**src/rtl/dfbs_ram.sv**
```systemverilog
`timescale 1ns / 1ps
// ----------------------------------------------------------------------------
// dfbs_ram
// Simple dual-port synchronous RAM, one write and one registered read port.
// ----------------------------------------------------------------------------
module dfbs_ram #(
  parameter int DEPTH = 16,
  parameter int WIDTH = 48,
  parameter int AW    = (DEPTH > 1) ? $clog2(DEPTH) : 1
) (
  input  logic             clk,
  input  logic             we,
  input  logic [AW-1:0]    waddr,
  input  logic [WIDTH-1:0] wdata,
  input  logic             re,
  input  logic [AW-1:0]    raddr,
  output logic [WIDTH-1:0] rdata
);

  logic [WIDTH-1:0] mem [DEPTH];

  // Write port
  always_ff @(posedge clk) begin
    if (we) begin
      mem[waddr] <= wdata;
    end
  end

  // Read port, data holds until the next read
  always_ff @(posedge clk) begin
    if (re) begin
      rdata <= mem[raddr];
    end
  end

endmodule

```
**config.mk**
```make
export PLATFORM = sky130hd
export DESIGN_NAME = dfbs_ram
export DESIGN_NICKNAME = d
export VERILOG_FILES = /design/src/rtl/dfbs_ram.sv
export SDC_FILE = /design/constraint.sdc
export NUM_CORES = 1
export LEC_CHECK = 0
export BUFFER_PORTS_ARGS = -buffer_cell sky130_fd_sc_hd__buf_4
export CAP_MARGIN = 25
export CORE_ASPECT_RATIO = 0.9
export CORE_UTILIZATION = 55
export CTS_CLUSTER_DIAMETER = 50
export CTS_CLUSTER_SIZE = 30
export DETAILED_ROUTE_END_ITERATION = 8
export GPL_TIMING_DRIVEN = 0
export PLACE_DENSITY = 0.82
export REMOVE_ABC_BUFFERS = 1
export SLEW_MARGIN = 5
export SYNTH_ARGS = -nofsm -noshare
export SYNTH_HDL_FRONTEND = slang
export SYNTH_SLANG_ARGS = --single-unit
```
**constraint.sdc**
```tcl
create_clock -name clk -period 5.7 [get_ports clk]
set_clock_uncertainty 0.05 [all_clocks]
set_input_delay 1.14 -clock clk [delete_from_list [all_inputs] [get_ports clk]]
set_output_delay 1.14 -clock clk [all_outputs]
set_load 0.02 [all_outputs]
```
==> flow_results.xml <==
<?xml version="1.0" encoding="UTF-8"?>
<metrics>
  <group name="run_status">
    <metric name="status" unit="">finished, violations left</metric>
    <metric name="violations" unit="">DRC</metric>
  </group>
  <group name="clock_tree">
    <metric name="clock_sink_count" unit="">816</metric>
    <metric name="cts.hold.buffers_added" unit="">0</metric>
    <metric name="cts_root_buf" unit="">sky130_fd_sc_hd__clkbuf_16</metric>
    <metric name="cts_resized" unit="">0</metric>
    <metric name="postCtsSetupRepairBufs" unit="">0</metric>
    <metric name="clock_latency_on_the_worst_skew_pair" unit="ns">0.64</metric>
    <metric name="cts-htree-levels" unit="">2</metric>
    <metric name="ctsLongestPathBuffers" unit="">3</metric>
    <metric name="clk_transition_reported_paths" unit="ns">0.10</metric>
    <metric name="cts_buffers" unit="">53</metric>
    <metric name="tritoncts_clock_tree" unit="">done</metric>
  </group>
  <group name="critical_path">
    <metric name="worst_ep_arrival_time" unit="ns">3.65</metric>
    <metric name="crit_path_frequent_cell" unit="">sky130_fd_sc_hd__buf_16</metric>
    <metric name="crit_path_max_incr_delay" unit="ns">0.58</metric>
    <metric name="crit_path_end_kind" unit="">register</metric>
    <metric name="cp-start-kind" unit="">input port</metric>
    <metric name="path_max_fanout" unit="">73</metric>
    <metric name="crit_path_cell_trace" unit="">buf_8 &gt; buf_16 &gt; buf_16 &gt; mux4_2 &gt; a22oi_1 &gt; nand2_1</metric>
    <metric name="critPathKind" unit="">in2reg</metric>
    <metric name="critPathTopFamily" unit="">buffers and inverters</metric>
    <metric name="worst-endpoint-required" unit="ns">6.01</metric>
    <metric name="worst-path-buf-inv" unit="">3</metric>
    <metric name="crit_path_top_delay_cell" unit="">sky130_fd_sc_hd__mux4_2</metric>
  </group>
  <group name="finish">
    <metric name="layout.cells.most_common" unit="">sky130_fd_sc_hd__edfxtp_1</metric>
    <metric name="post_layout_nonfiller_instances" unit="">2151</metric>
    <metric name="final_cell_area" unit="µm²">34800</metric>
    <metric name="final_layout_size_suffix_gt1_share" unit="%">33.0</metric>
    <metric name="finish.net_count" unit="">1459</metric>
    <metric name="mostFrequentLayoutCells" unit="">sky130_fd_sc_hd__edfxtp_1, sky130_fd_sc_hd__mux4_2, sky130_fd_sc_hd__buf_4, sky130_fd_sc_hd__a22oi_1, sky130_fd_sc_hd__clkbuf_16</metric>
    <metric name="syn_to_final_growth" unit="%">15.4</metric>
  </group>
  <group name="floorplanning">
    <metric name="die_area" unit="µm²">55800</metric>
    <metric name="row_count" unit="">81</metric>
    <metric name="die_width" unit="µm">249</metric>
    <metric name="fp.dieH" unit="µm">224</metric>
    <metric name="fp.coreArea" unit="µm²">54200</metric>
    <metric name="ioPinCount" unit="">107</metric>
    <metric name="starting_utilization_of_the_core_area" unit="%">55.7</metric>
  </group>
  <group name="synthesis">
    <metric name="ys.warnings.count" unit="">0</metric>
    <metric name="syn-mean-instance-area" unit="µm²">24.3</metric>
    <metric name="ys_ff_latch" unit="">816</metric>
    <metric name="synth_cell_types" unit="">16</metric>
    <metric name="seq_area_frac_synth" unit="%">81.2</metric>
    <metric name="synth_cells" unit="">1242</metric>
    <metric name="cell_area_after_technology_mapping" unit="µm²">30200</metric>
  </group>
  <group name="placement">
    <metric name="detailedPlacementHpwl" unit="mm">38.4</metric>
    <metric name="placement.cell_area" unit="µm²">32800</metric>
    <metric name="place.detailed.instances" unit="">2050</metric>
    <metric name="gp_routability_congestion" unit="">0.682</metric>
    <metric name="placement.io_buffers" unit="">106</metric>
  </group>
  <group name="global_routing">
    <metric name="via_count_of_the_first_global_routing_pass" unit="">14700</metric>
    <metric name="grt_pass1_wl" unit="mm">98.3</metric>
    <metric name="largest_net_degree_at_the_start_of_global_routing" unit="">100</metric>
    <metric name="grt_antenna_before_repair" unit="">4</metric>
    <metric name="groute.usage.overall" unit="%">24.6</metric>
    <metric name="globalRoute.totalOverflow" unit="">0</metric>
  </group>
  <group name="power_and_ir_drop">
    <metric name="comb_power_share" unit="%">5.6</metric>
    <metric name="power.clock.fraction" unit="%">36.9</metric>
    <metric name="pwrdens" unit="nW/µm²">339</metric>
    <metric name="irDropWorstVdd" unit="mV">0.241</metric>
    <metric name="p_int" unit="W">0.00902</metric>
    <metric name="leakage_power_total" unit="nW">11.1</metric>
    <metric name="seqPwrFrac" unit="%">57.5</metric>
    <metric name="p_sw" unit="W">0.00280</metric>
    <metric name="netSwitchingFraction" unit="%">23.7</metric>
  </group>
  <group name="timing">
    <metric name="finalWorstPathRequiredPeriod" unit="ns">3.34</metric>
    <metric name="final-hold-violation-count" unit="">0</metric>
    <metric name="final-setup-viol-count" unit="">0</metric>
    <metric name="worst_slew_pin_slew" unit="ns">0.948</metric>
    <metric name="max_freq" unit="MHz">300</metric>
    <metric name="post-route-period-util" unit="%">58.5</metric>
    <metric name="rsz_0062_raised_after_global_routing" unit="">no</metric>
    <metric name="report.final.slew_viol_count" unit="">0</metric>
    <metric name="worst_slack_on_hold_paths" unit="ns">0.695</metric>
    <metric name="max_slew_margin" unit="%">36.6</metric>
  </group>
  <group name="route">
    <metric name="drt_first_pass_iters" unit="">7</metric>
    <metric name="drt_wl_total" unit="mm">67.4</metric>
    <metric name="dr.first_iter.drc_count" unit="">1736</metric>
    <metric name="detailroute.via_count" unit="">14200</metric>
    <metric name="remaining_drc_errors" unit="">4</metric>
    <metric name="routed_via_density" unit="">6.58</metric>
    <metric name="drtAntennaViolNets" unit="">0</metric>
    <metric name="routedWlPerCell" unit="µm">31.4</metric>
  </group>
  <group name="flow_run">
    <metric name="max_cap_viol_count" unit="">0</metric>
  </group>
  <group name="min_path">
    <metric name="hold_path_class" unit="">reg2reg</metric>
  </group>
</metrics>
==> power by group through the flow <==
stage	logic [W]	registers, W	clock network (W)
finish	0.000662	0.00679	0.00436
global route	0.000699	0.00680	0.00461
CTS	0.000666	0.00680	0.00443
detailed placement	0.000658	0.00693	0
global placement	0.000610	0.00693	0
floorplan	0.000257	0.00696	0
==> metal layers <==
metal	wire length (µm)	share of wire, %	track usage, %	vias to the layer above
met4	1740	2.6	7.25	6
met5	31	0.046	0	-
met2	33200	49	39.7	845
met3	6460	9.6	4.74	130
li1	-	-	-	5669
met1	26000	39	34.8	7503
==> through the flow <==
| stage | utilization [%] | worst slack [ns] | TNS, ns | total power, W |
|---|---|---|---|---|
| finish | 64.2 | 2.36 | 0 | 0.0118 |
| global route | 64.2 | 2.07 | 0 | 0.0121 |
| CTS | 64.2 | 2.26 | 0 | 0.0119 |
| detailed placement | 60.4 | 1.59 | 0 | 0.00758 |
| global placement | 58.2 | -3.70 | -1176.09 | 0.00754 |
| floorplan | - | 0.206 | 0 | 0.00721 |
==> flip-flops by register name, summed over array words and instances (netlist names) <==
register and count:
mem 768, rdata 48
==> worst register-to-register path, delay by kind of cell (launching register included) <==
family | cells | cell delay [ns]
AO/OA/AOI/OAI | 1 | 0.34
AND/OR/NAND/NOR | 1 | 0.16
multiplexers | 1 | 0.51
flip-flops | 1 | 0.40
==> final timing paths <==
path | cells past startpoint | endpoint | slack (ns) | from
max | 6 | rdata[46] | 2.36 | raddr[0]
min | 3 | rdata[4] | 0.69 | mem[14][4]
max reg2reg | 3 | rdata[36] | 3.97 | mem[10][36]
min reg2reg | 3 | rdata[4] | 0.69 | mem[14][4]
==> cell type report <==
cell class                 count  area [µm²]
antenna                        2        5.00
clock buffer                  56        1380
clock inverter                43         658
fill                        3243       19400
multi-input combinational    363        5490
sequential                   816       24500
tap                          705         882
timing repair buffer         166        1890
==> synthesized netlist by cell type <==
master                     count  share of area (%)
sky130_fd_sc_hd__edfxtp_1    816                 81
sky130_fd_sc_hd__and2_1        1              0.021
sky130_fd_sc_hd__nor3_1        4              0.066
sky130_fd_sc_hd__clkbuf_1     28               0.35
sky130_fd_sc_hd__nand2_1      49               0.61
sky130_fd_sc_hd__nand3_1       1              0.017
sky130_fd_sc_hd__mux4_2      192                 14
sky130_fd_sc_hd__a22oi_1      96                2.4
sky130_fd_sc_hd__buf_2         8               0.13
sky130_fd_sc_hd__nor2b_1       2              0.041
sky130_fd_sc_hd__nand2b_1      2              0.041
sky130_fd_sc_hd__or3b_2        1              0.029
sky130_fd_sc_hd__nand3b_1      2              0.050
sky130_fd_sc_hd__buf_4        18               0.45
sky130_fd_sc_hd__nor2_1       13               0.16
sky130_fd_sc_hd__buf_1         9               0.11
==> cells by family after synthesis <==
group	count (synthesis)	share of synthesized area, %
flip-flops	816	81.2
multiplexers	192	14.3
AO/OA/AOI/OAI	96	2.39
AND/OR/NAND/NOR	75	1.04
buffers and inverters	63	1.04
Note: power is estimated with default switching activity, not from simulation.
