## src/rtl/dfbs_pkg.sv

```systemverilog
`timescale 1ns / 1ps
// ----------------------------------------------------------------------------
// dfbs_pkg
// Shared sizes, codes and interface types of the dual free-buffer stack.
// ----------------------------------------------------------------------------
package dfbs_pkg;

  // Sizes
  localparam int ADDR_BITS    = 48;
  localparam int POOL_DEPTH   = 256;
  localparam int RES_DEPTH    = 16;
  localparam int MAX_BATCH    = 16;
  localparam int RESULT_LIMIT = 16;
  localparam int BATCH_LIMIT  = (MAX_BATCH < RESULT_LIMIT) ? MAX_BATCH : RESULT_LIMIT;

  localparam int POOL_AW = (POOL_DEPTH > 1) ? $clog2(POOL_DEPTH) : 1;
  localparam int POOL_CW = $clog2(POOL_DEPTH + 1);
  localparam int RES_AW  = (RES_DEPTH > 1) ? $clog2(RES_DEPTH) : 1;
  localparam int RES_CW  = $clog2(RES_DEPTH + 1);

  localparam int IDX_W       = 6;
  localparam int FUNC_W      = 2;
  localparam int STATUS_W    = 2;
  localparam int CFG_IDX_W   = 1;
  localparam int CFG_DATA_W  = 48;
  localparam int IN_TDATA_W  = 48;
  localparam int OUT_TDATA_W = 56;

  // Request codes
  typedef enum logic [FUNC_W-1:0] {
    FN_ALLOC_MAIN = 2'd0,
    FN_ALLOC_RES  = 2'd1,
    FN_FREE       = 2'd2,
    FN_BATCH      = 2'd3
  } func_t;

  // Result status codes
  typedef enum logic [STATUS_W-1:0] {
    STS_OK    = 2'd0,
    STS_EMPTY = 2'd1,
    STS_FULL  = 2'd2
  } status_t;

  // Configuration register indexes
  typedef enum logic [CFG_IDX_W-1:0] {
    CFG_RES_BASE  = 1'b0,
    CFG_ADDR_MASK = 1'b1
  } cfg_reg_t;

  // Sequencer states
  typedef enum logic [1:0] {
    S_IDLE,
    S_REPLY,
    S_EMIT
  } state_t;

  // Memory port requests
  typedef struct packed {
    logic                 we;
    logic [POOL_AW-1:0]   waddr;
    logic [ADDR_BITS-1:0] wdata;
    logic                 re;
    logic [POOL_AW-1:0]   raddr;
  } pool_req_t;

  typedef struct packed {
    logic                 we;
    logic [RES_AW-1:0]    waddr;
    logic [ADDR_BITS-1:0] wdata;
    logic                 re;
    logic [RES_AW-1:0]    raddr;
  } res_req_t;

endpackage

```

## src/rtl/dfbs_ctrl.sv

```systemverilog
`timescale 1ns / 1ps
// ----------------------------------------------------------------------------
// dfbs_ctrl
// Stack sequencer: stack pointers, config registers, push/pop control and
// the registered result stage.
// ----------------------------------------------------------------------------
module dfbs_ctrl (
  input  logic                                clk,
  input  logic                                rst_n,
  // config
  input  logic                                cfg_wr_en,
  input  logic [dfbs_pkg::CFG_IDX_W-1:0]      cfg_index,
  input  logic [dfbs_pkg::CFG_DATA_W-1:0]     cfg_wdata,
  // request
  input  logic                                in_tvalid,
  output logic                                in_tready,
  input  logic [dfbs_pkg::FUNC_W-1:0]         in_func,
  input  logic [dfbs_pkg::ADDR_BITS-1:0]      in_addr,
  // memories
  output dfbs_pkg::pool_req_t                 pool_req,
  input  logic [dfbs_pkg::ADDR_BITS-1:0]      pool_rdata,
  output dfbs_pkg::res_req_t                  res_req,
  input  logic [dfbs_pkg::ADDR_BITS-1:0]      res_rdata,
  // result
  output logic                                out_valid,
  input  logic                                out_ready,
  output logic [dfbs_pkg::ADDR_BITS-1:0]      out_addr,
  output logic [dfbs_pkg::STATUS_W-1:0]       out_status,
  output logic [dfbs_pkg::IDX_W-1:0]          out_index,
  output logic                                out_last
);

  dfbs_pkg::state_t                    state_r, state_nxt;
  logic [dfbs_pkg::POOL_CW-1:0]        pool_cnt_r, pool_cnt_nxt;
  logic [dfbs_pkg::RES_CW-1:0]         res_cnt_r, res_cnt_nxt;
  dfbs_pkg::status_t                   reply_r, reply_nxt;
  logic                                src_res_r, src_res_nxt;
  logic                                batch_r, batch_nxt;
  logic [dfbs_pkg::IDX_W-1:0]          idx_r, idx_nxt;
  logic [dfbs_pkg::ADDR_BITS-1:0]      base_r, mask_r;

  logic                                out_valid_r, out_valid_nxt;
  logic [dfbs_pkg::ADDR_BITS-1:0]      out_addr_r, out_addr_nxt;
  dfbs_pkg::status_t                   out_status_r, out_status_nxt;
  logic [dfbs_pkg::IDX_W-1:0]          out_index_r, out_index_nxt;
  logic                                out_last_r, out_last_nxt;

  logic                                accept;
  logic                                out_free;
  logic                                out_load;
  logic [dfbs_pkg::ADDR_BITS-1:0]      free_addr;
  logic                                to_res;
  logic                                pool_empty, pool_full, res_empty, res_full;
  logic                                emit_last;
  logic [dfbs_pkg::POOL_CW-1:0]        pool_top;
  logic [dfbs_pkg::RES_CW-1:0]         res_top;
  dfbs_pkg::func_t                     func;

  assign func       = dfbs_pkg::func_t'(in_func);
  assign accept     = in_tvalid && in_tready;
  assign out_free   = !out_valid_r || out_ready;
  assign free_addr  = in_addr & mask_r;
  assign to_res     = (free_addr >= base_r);
  assign pool_empty = (pool_cnt_r == '0);
  assign res_empty  = (res_cnt_r == '0);
  assign pool_full  = (pool_cnt_r == dfbs_pkg::POOL_CW'(dfbs_pkg::POOL_DEPTH));
  assign res_full   = (res_cnt_r == dfbs_pkg::RES_CW'(dfbs_pkg::RES_DEPTH));
  assign pool_top   = pool_cnt_r - 1'b1;
  assign res_top    = res_cnt_r - 1'b1;

  // A single pop always ends at once; a batch ends at its length limit or when the main stack has drained
  assign emit_last = !batch_r || pool_empty ||
                     (idx_r == dfbs_pkg::IDX_W'(dfbs_pkg::BATCH_LIMIT - 1));

  // Next state
  always_comb begin
    state_nxt = state_r;
    case (state_r)
      dfbs_pkg::S_IDLE: begin
        if (accept) begin
          case (func)
            dfbs_pkg::FN_ALLOC_MAIN,
            dfbs_pkg::FN_BATCH:     state_nxt = pool_empty ? dfbs_pkg::S_REPLY
                                                           : dfbs_pkg::S_EMIT;
            dfbs_pkg::FN_ALLOC_RES: state_nxt = res_empty ? dfbs_pkg::S_REPLY
                                                          : dfbs_pkg::S_EMIT;
            default:                state_nxt = dfbs_pkg::S_REPLY;
          endcase
        end
      end
      dfbs_pkg::S_REPLY: begin
        if (out_free) state_nxt = dfbs_pkg::S_IDLE;
      end
      dfbs_pkg::S_EMIT: begin
        if (out_free && emit_last) state_nxt = dfbs_pkg::S_IDLE;
      end
      default: state_nxt = dfbs_pkg::S_IDLE;
    endcase
  end

  // Datapath and memory control
  always_comb begin
    in_tready      = (state_r == dfbs_pkg::S_IDLE);
    pool_req       = '0;
    res_req        = '0;
    pool_cnt_nxt   = pool_cnt_r;
    res_cnt_nxt    = res_cnt_r;
    reply_nxt      = reply_r;
    src_res_nxt    = src_res_r;
    batch_nxt      = batch_r;
    idx_nxt        = idx_r;
    out_load       = 1'b0;
    out_addr_nxt   = out_addr_r;
    out_status_nxt = out_status_r;
    out_index_nxt  = out_index_r;
    out_last_nxt   = out_last_r;

    pool_req.waddr = pool_cnt_r[dfbs_pkg::POOL_AW-1:0];
    pool_req.wdata = free_addr;
    pool_req.raddr = pool_top[dfbs_pkg::POOL_AW-1:0];
    res_req.waddr  = res_cnt_r[dfbs_pkg::RES_AW-1:0];
    res_req.wdata  = free_addr;
    res_req.raddr  = res_top[dfbs_pkg::RES_AW-1:0];

    case (state_r)
      dfbs_pkg::S_IDLE: begin
        if (accept) begin
          idx_nxt     = '0;
          batch_nxt   = (func == dfbs_pkg::FN_BATCH);
          src_res_nxt = (func == dfbs_pkg::FN_ALLOC_RES);
          case (func)
            dfbs_pkg::FN_ALLOC_MAIN,
            dfbs_pkg::FN_BATCH: begin
              if (pool_empty) begin
                reply_nxt = dfbs_pkg::STS_EMPTY;
              end else begin
                pool_req.re  = 1'b1;
                pool_cnt_nxt = pool_top;
              end
            end
            dfbs_pkg::FN_ALLOC_RES: begin
              if (res_empty) begin
                reply_nxt = dfbs_pkg::STS_EMPTY;
              end else begin
                res_req.re  = 1'b1;
                res_cnt_nxt = res_top;
              end
            end
            default: begin
              // free: push onto the stack the masked address belongs to
              if (to_res) begin
                if (res_full) begin
                  reply_nxt = dfbs_pkg::STS_FULL;
                end else begin
                  res_req.we  = 1'b1;
                  res_cnt_nxt = res_cnt_r + 1'b1;
                  reply_nxt   = dfbs_pkg::STS_OK;
                end
              end else begin
                if (pool_full) begin
                  reply_nxt = dfbs_pkg::STS_FULL;
                end else begin
                  pool_req.we  = 1'b1;
                  pool_cnt_nxt = pool_cnt_r + 1'b1;
                  reply_nxt    = dfbs_pkg::STS_OK;
                end
              end
            end
          endcase
        end
      end
      dfbs_pkg::S_REPLY: begin
        if (out_free) begin
          out_load       = 1'b1;
          out_addr_nxt   = '0;
          out_status_nxt = reply_r;
          out_index_nxt  = '0;
          out_last_nxt   = 1'b1;
        end
      end
      dfbs_pkg::S_EMIT: begin
        if (out_free) begin
          out_load       = 1'b1;
          out_addr_nxt   = src_res_r ? res_rdata : pool_rdata;
          out_status_nxt = dfbs_pkg::STS_OK;
          out_index_nxt  = idx_r;
          out_last_nxt   = emit_last;
          // keep popping the main stack, one entry per cycle while the result register is free
          if (!emit_last) begin
            pool_req.re  = 1'b1;
            pool_cnt_nxt = pool_top;
            idx_nxt      = idx_r + 1'b1;
          end
        end
      end
      default: ;
    endcase
  end

  // Result stage valid
  always_comb begin
    out_valid_nxt = out_valid_r;
    if (out_load) begin
      out_valid_nxt = 1'b1;
    end else if (out_ready) begin
      out_valid_nxt = 1'b0;
    end
  end

  // Control registers
  always_ff @(posedge clk) begin
    if (!rst_n) begin
      state_r     <= dfbs_pkg::S_IDLE;
      pool_cnt_r  <= '0;
      res_cnt_r   <= '0;
      out_valid_r <= 1'b0;
      base_r      <= '0;
      mask_r      <= '1;
    end else begin
      state_r     <= state_nxt;
      pool_cnt_r  <= pool_cnt_nxt;
      res_cnt_r   <= res_cnt_nxt;
      out_valid_r <= out_valid_nxt;
      if (cfg_wr_en) begin
        case (dfbs_pkg::cfg_reg_t'(cfg_index))
          dfbs_pkg::CFG_RES_BASE:  base_r <= cfg_wdata;
          dfbs_pkg::CFG_ADDR_MASK: mask_r <= cfg_wdata;
          default: ;
        endcase
      end
    end
  end

  // Payload registers
  always_ff @(posedge clk) begin
    reply_r   <= reply_nxt;
    src_res_r <= src_res_nxt;
    batch_r   <= batch_nxt;
    idx_r     <= idx_nxt;
    if (out_load) begin
      out_addr_r   <= out_addr_nxt;
      out_status_r <= out_status_nxt;
      out_index_r  <= out_index_nxt;
      out_last_r   <= out_last_nxt;
    end
  end

  assign out_valid  = out_valid_r;
  assign out_addr   = out_addr_r;
  assign out_status = out_status_r;
  assign out_index  = out_index_r;
  assign out_last   = out_last_r;

  // Checks
  a_pool_cnt_range: assert property (@(posedge clk) disable iff (!rst_n)
    pool_cnt_r <= dfbs_pkg::POOL_CW'(dfbs_pkg::POOL_DEPTH))
    else $error("pool count beyond depth");

  a_res_cnt_range: assert property (@(posedge clk) disable iff (!rst_n)
    res_cnt_r <= dfbs_pkg::RES_CW'(dfbs_pkg::RES_DEPTH))
    else $error("reserved count beyond depth");

  a_no_pool_rw: assert property (@(posedge clk) disable iff (!rst_n)
    !(pool_req.we && pool_req.re))
    else $error("pool read and write in one cycle");

  a_batch_idx: assert property (@(posedge clk) disable iff (!rst_n)
    (state_r == dfbs_pkg::S_EMIT) |->
      (idx_r < dfbs_pkg::IDX_W'(dfbs_pkg::BATCH_LIMIT)))
    else $error("batch index past limit");

  a_last_ends: assert property (@(posedge clk) disable iff (!rst_n)
    (out_load && out_last_nxt) |=> (state_r == dfbs_pkg::S_IDLE))
    else $error("sequencer busy after final result");

endmodule

```

## config.mk

```make
export PLATFORM = sky130hd
export DESIGN_NAME = dfbs_ctrl
export DESIGN_NICKNAME = d
export VERILOG_FILES = /design/src/rtl/dfbs_pkg.sv /design/src/rtl/dfbs_ctrl.sv
export SDC_FILE = /design/constraint.sdc
export NUM_CORES = 1
export LEC_CHECK = 0
export ABC_AREA = 0
export BUFFER_PORTS_ARGS = -buffer_cell sky130_fd_sc_hd__buf_2
export CORE_AREA = 2 2 148 150
export CTS_BUF_LIST = sky130_fd_sc_hd__clkbuf_8
export DETAILED_ROUTE_END_ITERATION = 12
export DIE_AREA = 0 0 150 152
export PLACE_DENSITY = 0.76
export SLEW_MARGIN = 20
export SYNTH_ARGS = -nofsm -noshare
export SYNTH_HDL_FRONTEND = slang
export SYNTH_SLANG_ARGS = --single-unit
export TNS_END_PERCENT = 100
```

## constraint.sdc

```tcl
create_clock -name clk -period 6.4 [get_ports clk]
set_input_delay 0.32 -clock clk [delete_from_list [all_inputs] [get_ports clk]]
set_output_delay 0.32 -clock clk [all_outputs]
set_load 0.02 [all_outputs]
```

==> run metrics, run 1 <==
PortBufs 382; Post-Layout Inst Area 0.0118 mm2; Power Dens Cells 345 mW/mm2; critical path startpoint mask_r[15]; Rows 54; fraction of registers with async set/reset 0%; reg2reg start mask_r[0]; met2 GRT Util 38.7%; EDFF count, synth 67; worst-path fanout max 9; met1 Use GR 26.4%; drt first pass iters 7; residual DRC count 0; Clk Tree Root Cell clkbuf_8; fin crit share 56.2%; setup_tns 0 ns; initial drt markers 365; TritonCTS clock tree done; Mapped Cells 1,095; DR vias/cell 5.03; TritonCTS Buffers 17; Final Max Tran Viols 0; Layout area overhead 21.7%; actual slew at the worst max-slew pin 1.03 ns; Slew HR 31.2%; post-synth top area share 23.4%; synth top area cells dfxtp_1 (23%), edfxtp_1 (21%), nand2_1 (8.9%), ha_1 (7.9%), mux2i_1 (5.5%); grt met3 use 4.50%; Resized Gates After CTS 0; Setup WS post-layout 2.80 ns; number of global-route vias before repair 8,076; largest net degree at the start of global routing 68; Post-CTS Hold Buffers 0; Clock Latency Late Sink 0.46 ns; I/O pin count 383; post-DP HPWL 19,800 um; placed cell area 0.0113 mm2; Worst path max stage delay 0.54 ns; crit end category output pin; Placement Setup Slack 2.81 ns; Final ANT Viol Nets 0; Clock Skew 0.0162 ns; Vias 8,491; slowest CP cell or4_1; Clk network pwr share 18.9%; Max-Cap Viols 0; ys flop type dfxtp_1; GRT Total Usage 22.3%; Seq pwr share 41.0%; syn_area_per_cell 8.83 um2; combinational power share 40.2%; Die Y 152 um; crit-path cells and2_1 -> ha_1 -> nand4_1 -> or4_1 -> o32a_1 -> a211oi_1 -> nor3_4 -> nor3b_1 -> buf_2; Seq/Total Area, Yosys 44.2%; Post-synth top cells nand2_1 (229), dfxtp_1 (113), a21oi_1 (85), edfxtp_1 (67), inv_1 (67); Starting Density 45.3%; Psw 1.67 mW; post-synthesis net count 1,356; clk slew on worst S/H paths 0.12 ns; hold slack 0.0732 ns; fmax 278 MHz; Bufs and invs on worst path 1; Yosys cell types 52; RSZ-0062 raised after global routing no; Clock Tree Buf Depth 2; Final Hold Fails 0; GP Congestion 0.868; H-tree depth 4; VDD IR max 0.000139 V; grt total ovfl 0; Avg WL per Cell 15.6 um; Final min period 3.60 ns; endpoints failing setup 0; Routed WL 26,300 um; largest delay contributor family on the critical path simple AND/OR/NAND/NOR gates; most common cell in the netlist nand2_1; antenna violations before repair 6; #FFs+latches synth 180; Worst Setup Start Kind register; total setup buffers inserted after CTS 0; first-pass GRT wire length 40,500 um; share of cells above drive strength 1 31.0%; Die Area 0.0228 mm2; Synth Warn # 0; Nets 1,650; GRT busiest layer met2; Lkg Pwr 5.42 nW; Core Area 0.0214 mm2; status completed; cell taking the most area after synthesis dfxtp_1; Hold Path Class in2reg; switching portion of total power 41.1%; Power Internal 2.39 mW; Mapped Area 0.00967 mm2; hold_sp cfg_wdata[20]; Die X 150 um; crit path kind reg2out; Clock Sinks 180; WP data required 6.08 ns; crit path DAT 3.28 ns
-- power groups by stage --
stage	combinational, mW	clock (mW)	sequential, mW
floorplan	0.915	0	1.91
global placement	1.62	0	1.68
detailed placement	1.64	0	1.69
CTS	1.64	0.789	1.66
global route	1.78	0.834	1.70
finish	1.63	0.767	1.66
-- cells by family after synthesis --
logic type / count (synthesis) / synth area share [%]
compound gates: 133 / 8.05
xor+xnor: 14 / 1.27
fa+ha+maj: 61 / 7.90
buf+inv: 180 / 9.32
flops: 180 / 44.2
mux: 53 / 5.49
simple gates: 474 / 23.8
-- tightest hold or removal path, stage by stage --
cell and delay, ns:
buf_2 0.09, nand2_1 0.04, nand3_1 0.06
-- per-stage QoR --
stage | utilization, % | cells | power (mW)
finish | 55.1 | 1688 | 4.06
global placement | 53.1 | 1649 | 3.30
CTS | 54.9 | 1681 | 4.10
detailed placement | 53.1 | 1649 | 3.33
floorplan | - | 1095 | 2.83
global route | 55.1 | 1687 | 4.31
-- cell usage in the layout (no fill, tap or decap), types with 3 or more instances in the layout --
| cell | instances |
|---|---|
| a21o_1 | 3 |
| a21oi_1 | 85 |
| a31oi_1 | 3 |
| and2_1 | 60 |
| and3_1 | 4 |
| buf_2 | 382 |
| buf_4 | 5 |
| clkbuf_8 | 17 |
| dfxtp_1 | 113 |
| diode_2 | 6 |
| edfxtp_1 | 67 |
| ha_1 | 60 |
| inv_1 | 67 |
| inv_8 | 5 |
| mux2i_1 | 53 |
| nand2_1 | 229 |
| nand2b_1 | 7 |
| nand3_1 | 58 |
| nand4_1 | 10 |
| nor2_1 | 20 |
| nor2b_1 | 54 |
| nor3_1 | 6 |
| nor3b_1 | 3 |
| nor4_1 | 3 |
| o21ai_0 | 14 |
| o22ai_1 | 3 |
| o31ai_1 | 3 |
| or3_1 | 3 |
| or4_1 | 5 |
| xnor2_1 | 8 |
| xor2_1 | 6 |
-- state kept, by name (all words and copies together), names as in the netlist --
register    flops
base_r         48
mask_r         48
out_addr       48
pool_cnt_r      9
idx_r           6
out_index       6
res_cnt_r       5
out_status      2
reply_r         2
state_r         2
batch_r         1
out_last        1
out_valid       1
src_res_r       1
-- worst paths after layout --
kind / end / slack, ns / cells past startpoint
max reg2reg: pool_cnt_r[8] / 2.96 / 10
min: mask_r[20] / 0.07 / 3
min reg2reg: base_r[10] / 0.46 / 2
max: res_req[57] / 2.80 / 9
-- area by class of cell --
cell class | count | area, um2
diodes | 6 | 15.0
multi-input cells | 735 | 4510
well taps | 280 | 350
fillers | 1991 | 9590
inverters | 67 | 251
clock inverters | 15 | 146
flip-flops and latches | 180 | 4270
clock buffers | 17 | 234
repair buffers | 388 | 1980
-- routing by layer --
metal  routed length [um]  vias up  part of all wire [%]
met5                    0        -                     0
met4                  786        0                   3.0
met3                 1890       46                   7.2
met2                13200      322                    50
met1                10400     3916                    40
li1                     -     4207                     -
No activity file was read; power rests on OpenSTA's default activity.
==> run 2, diff against run 1 <==
--- a/config.mk
+++ b/config.mk
@@ -5,13 +5,13 @@
 export SDC_FILE = /design/constraint.sdc
 export NUM_CORES = 1
 export LEC_CHECK = 0
-export ABC_AREA = 0
+export ABC_AREA = 1
 export BUFFER_PORTS_ARGS = -buffer_cell sky130_fd_sc_hd__buf_2
-export CORE_AREA = 2 2 148 150
+export CORE_AREA = 2 2 150 152
 export CTS_BUF_LIST = sky130_fd_sc_hd__clkbuf_8
 export DETAILED_ROUTE_END_ITERATION = 12
-export DIE_AREA = 0 0 150 152
-export PLACE_DENSITY = 0.76
+export DIE_AREA = 0 0 152 154
+export PLACE_DENSITY = 0.74
 export SLEW_MARGIN = 20
 export SYNTH_ARGS = -nofsm -noshare
 export SYNTH_HDL_FRONTEND = slang
==> constraint.sdc (replaced) <==
create_clock -name clk -period 3.8 [get_ports clk]
set_input_delay 0.19 -clock clk [delete_from_list [all_inputs] [get_ports clk]]
set_output_delay 0.19 -clock clk [all_outputs]
set_load 0.02 [all_outputs]
==> run 2 against run 1 <==
- count of clock-buffer cells in the layout did not move
- synthesized cell count rose by 16%
- critical path depth rose by 5
- first-iteration DRC count rose by 14%
- synthesized area rose by 0.14%
- power rose by 84%
- global-route usage rose by 0.36 points
- hold slack got worse by 0.053 ns
- die area rose by 2.7%
- critical endpoint unchanged
==> run metrics, run 2 <==
largest net degree at the start of global routing 85 (was 68); total setup buffers inserted after CTS 0 (unchanged); Lkg Pwr 6.42 nW (was 5.42 nW); fraction of registers with async set/reset 0% (unchanged); fin crit share 76.8%; syn_area_per_cell 7.63 um2 (was 8.83 um2); TritonCTS clock tree done (unchanged); post-synth top area share 23.4% (about the same); Layout area overhead 26.9% (was 21.7%); #FFs+latches synth 180 (unchanged); Avg WL per Cell 14.3 um (was 15.6 um); Hold Path Class in2reg (unchanged); setup_tns 0 ns (unchanged); worst-path fanout max 3 (was 9); Placement Setup Slack 1.22 ns (was 2.81 ns); Resized Gates After CTS 0 (unchanged); Power Dens Cells 609 mW/mm2 (was 345 mW/mm2); Slew HR 31.7% (was 31.2%); Post-CTS Hold Buffers 52 (was 0); GP Congestion 0.835 (was 0.868); EDFF count, synth 67 (unchanged); most common cell after layout, fill and taps aside buf_2 (unchanged); Clk Tree Root Cell clkbuf_8 (unchanged); WP data required 3.61 ns (was 6.08 ns); initial drt markers 416 (was 365); multiplexer share of the synthesized area 0% (was 5.49%); first-pass GRT wire length 42,700 um (was 40,500 um); Starting Density 44.6% (was 45.3%); GRT Total Usage 22.7% (was 22.3%); Clock Sinks 180 (unchanged); CP dominant cell by count nand2_1; post-synthesis net count 1,530 (was 1,356); Pwr Total 7.47 mW (was 4.06 mW); antenna violations before repair 7 (was 6); Mapped Area 0.00968 mm2 (was 0.00967 mm2); crit path kind reg2out (unchanged); crit-path cells nand2_1 -> inv_1 -> ha_1 -> nand2_1 -> nor2_1 -> nand3_1 -> nor2_1 -> nor2_1 -> nand2_1 -> nand2_1 -> nand2_1 -> nand2_1 -> nor3_1 -> buf_2 (was and2_1 -> ha_1 -> nand4_1 -> or4_1 -> o32a_1 -> a211oi_1 -> nor3_4 -> nor3b_1 -> buf_2); post-DP HPWL 20,400 um (was 19,800 um); cell taking the most area after synthesis dfxtp_1 (unchanged); RSZ-0062 raised after global routing no (unchanged); R2R Setup Slk 1.24 ns (was 2.96 ns); Setup WS post-layout 0.881 ns (was 2.80 ns); slowest CP cell dfxtp_1 (was or4_1); Synth Area in Adders 7.89% (was 7.90%); Routed WL 27,400 um (was 26,300 um); Mapped Cells 1,269 (was 1,095); Core Area 0.0217 mm2 (was 0.0214 mm2); TritonCTS Buffers 17 (unchanged); drt first pass iters 5 (was 7); Die Y 154 um (was 152 um); grt total ovfl 0 (unchanged); Final Max Tran Viols 0 (unchanged); share of cells above drive strength 1 26.7% (was 31.0%); Final Hold Fails 0 (unchanged); crit path DAT 2.73 ns (was 3.28 ns); endpoints failing setup 0 (unchanged); H-tree depth 4 (unchanged); Yosys cell types 36 (was 52); largest family of logic cells by synthesized area simple AND/OR/NAND/NOR gates (unchanged); Rows 54 (unchanged); fin util 56.6% (was 55.1%); Fill cells 1,995 (was 1,991); Nets 1,878 (was 1,650); ys flop type dfxtp_1 (unchanged); Clock Tree Buf Depth 2 (unchanged); Storage cell area 0.00427 mm2 (unchanged); fmax 343 MHz; Die X 152 um (was 150 um); Worst Setup Start Kind register (unchanged); Max-Cap Viols 0 (unchanged); Clock Skew 0.0201 ns (was 0.0162 ns); Multi-input gate area 0.00409 mm2 (was 0.00451 mm2); status completed (unchanged); synth top area cells dfxtp_1 (23%), edfxtp_1 (21%), nand2_1 (11%), ha_1 (7.9%), inv_1 (6.5%) (was dfxtp_1 (23%), edfxtp_1 (21%), nand2_1 (8.9%), ha_1 (7.9%), mux2i_1 (5.5%)); most common cell in the netlist nand2_1 (unchanged); number of global-route vias before repair 8,683 (was 8,076); Worst path max stage delay 0.33 ns (was 0.54 ns); Final min period 2.92 ns; Synth Area in Compound Gates 10.5% (was 8.05%); Vias 9,150 (was 8,491); Seq/Total Area, Yosys 44.2% (about the same); Synth Warn # 0 (unchanged); commonest non-fill, non-tap cells in the layout buf_2 (382), nand2_1 (277), inv_1 (168) (was buf_2 (382), nand2_1 (229), dfxtp_1 (113)); I/O pin count 383 (unchanged); Final ANT Viol Nets 0 (unchanged); clk slew on worst S/H paths 0.11 ns (was 0.12 ns); actual slew at the worst max-slew pin 1.02 ns (was 1.03 ns); Post-synth top cells nand2_1 (278), inv_1 (168), nor2_1 (159), dfxtp_1 (113), o21ai_0 (112) (was nand2_1 (229), dfxtp_1 (113), a21oi_1 (85), edfxtp_1 (67), inv_1 (67)); Clock Latency Late Sink 0.47 ns (was 0.46 ns); crit end category output pin (unchanged); xor/xnor share of the synthesized area 1.45% (was 1.27%); Simple-Gate Fraction of Synth Area 22.3% (was 23.8%); Die Area 0.0234 mm2 (was 0.0228 mm2); residual DRC count 0 (unchanged); DR vias/cell 4.78 (was 5.03); PortBufs 382 (unchanged); VDD IR max 0.000284 V (was 0.000139 V)
## run 2: worst max-delay path, delay by kind of cell, from the launching register on
kind / cells / cell delay [ns]
adder cells (fa/ha/maj): 1 / 0.32
buffers and inverters: 2 / 0.32
flip-flops: 1 / 0.33
AND/OR/NAND/NOR: 11 / 1.30
## run 2: cells by family (layout without fill, tap and decap cells)
logic type               after synthesis  in the layout
buffers and inverters                286            647
XOR/XNOR                              16             16
adder cells (fa/ha/maj)               61             61
flip-flops                           180            180
AND/OR/NAND/NOR                      528            528
AO/OA/AOI/OAI                        198            198
other                                  0              3
## run 2: path summary, 6_finish.rpt
| check | startpoint | endpoint | cells after the start |
|---|---|---|---|
| worst max-delay path | mask_r[13] | res_req[57] | 14 |
| worst min-delay path | res_rdata[42] | out_addr[42] | 3 |
| worst max register to register | state_r[0] | idx_r[3] | 8 |
| worst min register to register | base_r[10] | base_r[10] | 2 |
## run 2: layout make-up
cell class	count	area share, %
clock inverters	15	1.36
diodes	3	0.0611
well taps	280	2.85
clock buffers	17	1.91
inverters	173	5.29
repair buffers	442	20.4
multi-input cells	803	33.3
flip-flops and latches	180	34.8
## run 2: per-stage QoR
step | cell area (um2) | instances | hold slack (ns)
2_1_floorplan | 9680 | 1269 | 0.303
3_3_place_gp | 11300 | 1825 | 0.401
3_5_place_dp | 11300 | 1825 | 0.407
4_1_cts | 12300 | 1909 | 0.000336
5_1_grt | 12300 | 1913 | 0.00197
6_report | 12300 | 1913 | 0.0205
## run 2: power by group
part	internal [mW]	switching, mW	total [mW]
clock network	0.625	0.752	1.38
registers	2.69	0.191	2.89
logic	0.985	2.23	3.21
## run 2: layer usage
metal  share of wire [%]  wire [um]  GRT usage (%)  vias up
li1                    -          -              -     4676
met1                  40      10800           25.5     4098
met2                  51      14000           42.0      330
met3                 7.1       1960           5.95       40
met4                 2.0        548           6.81        6
met5                0.12         34              0        -
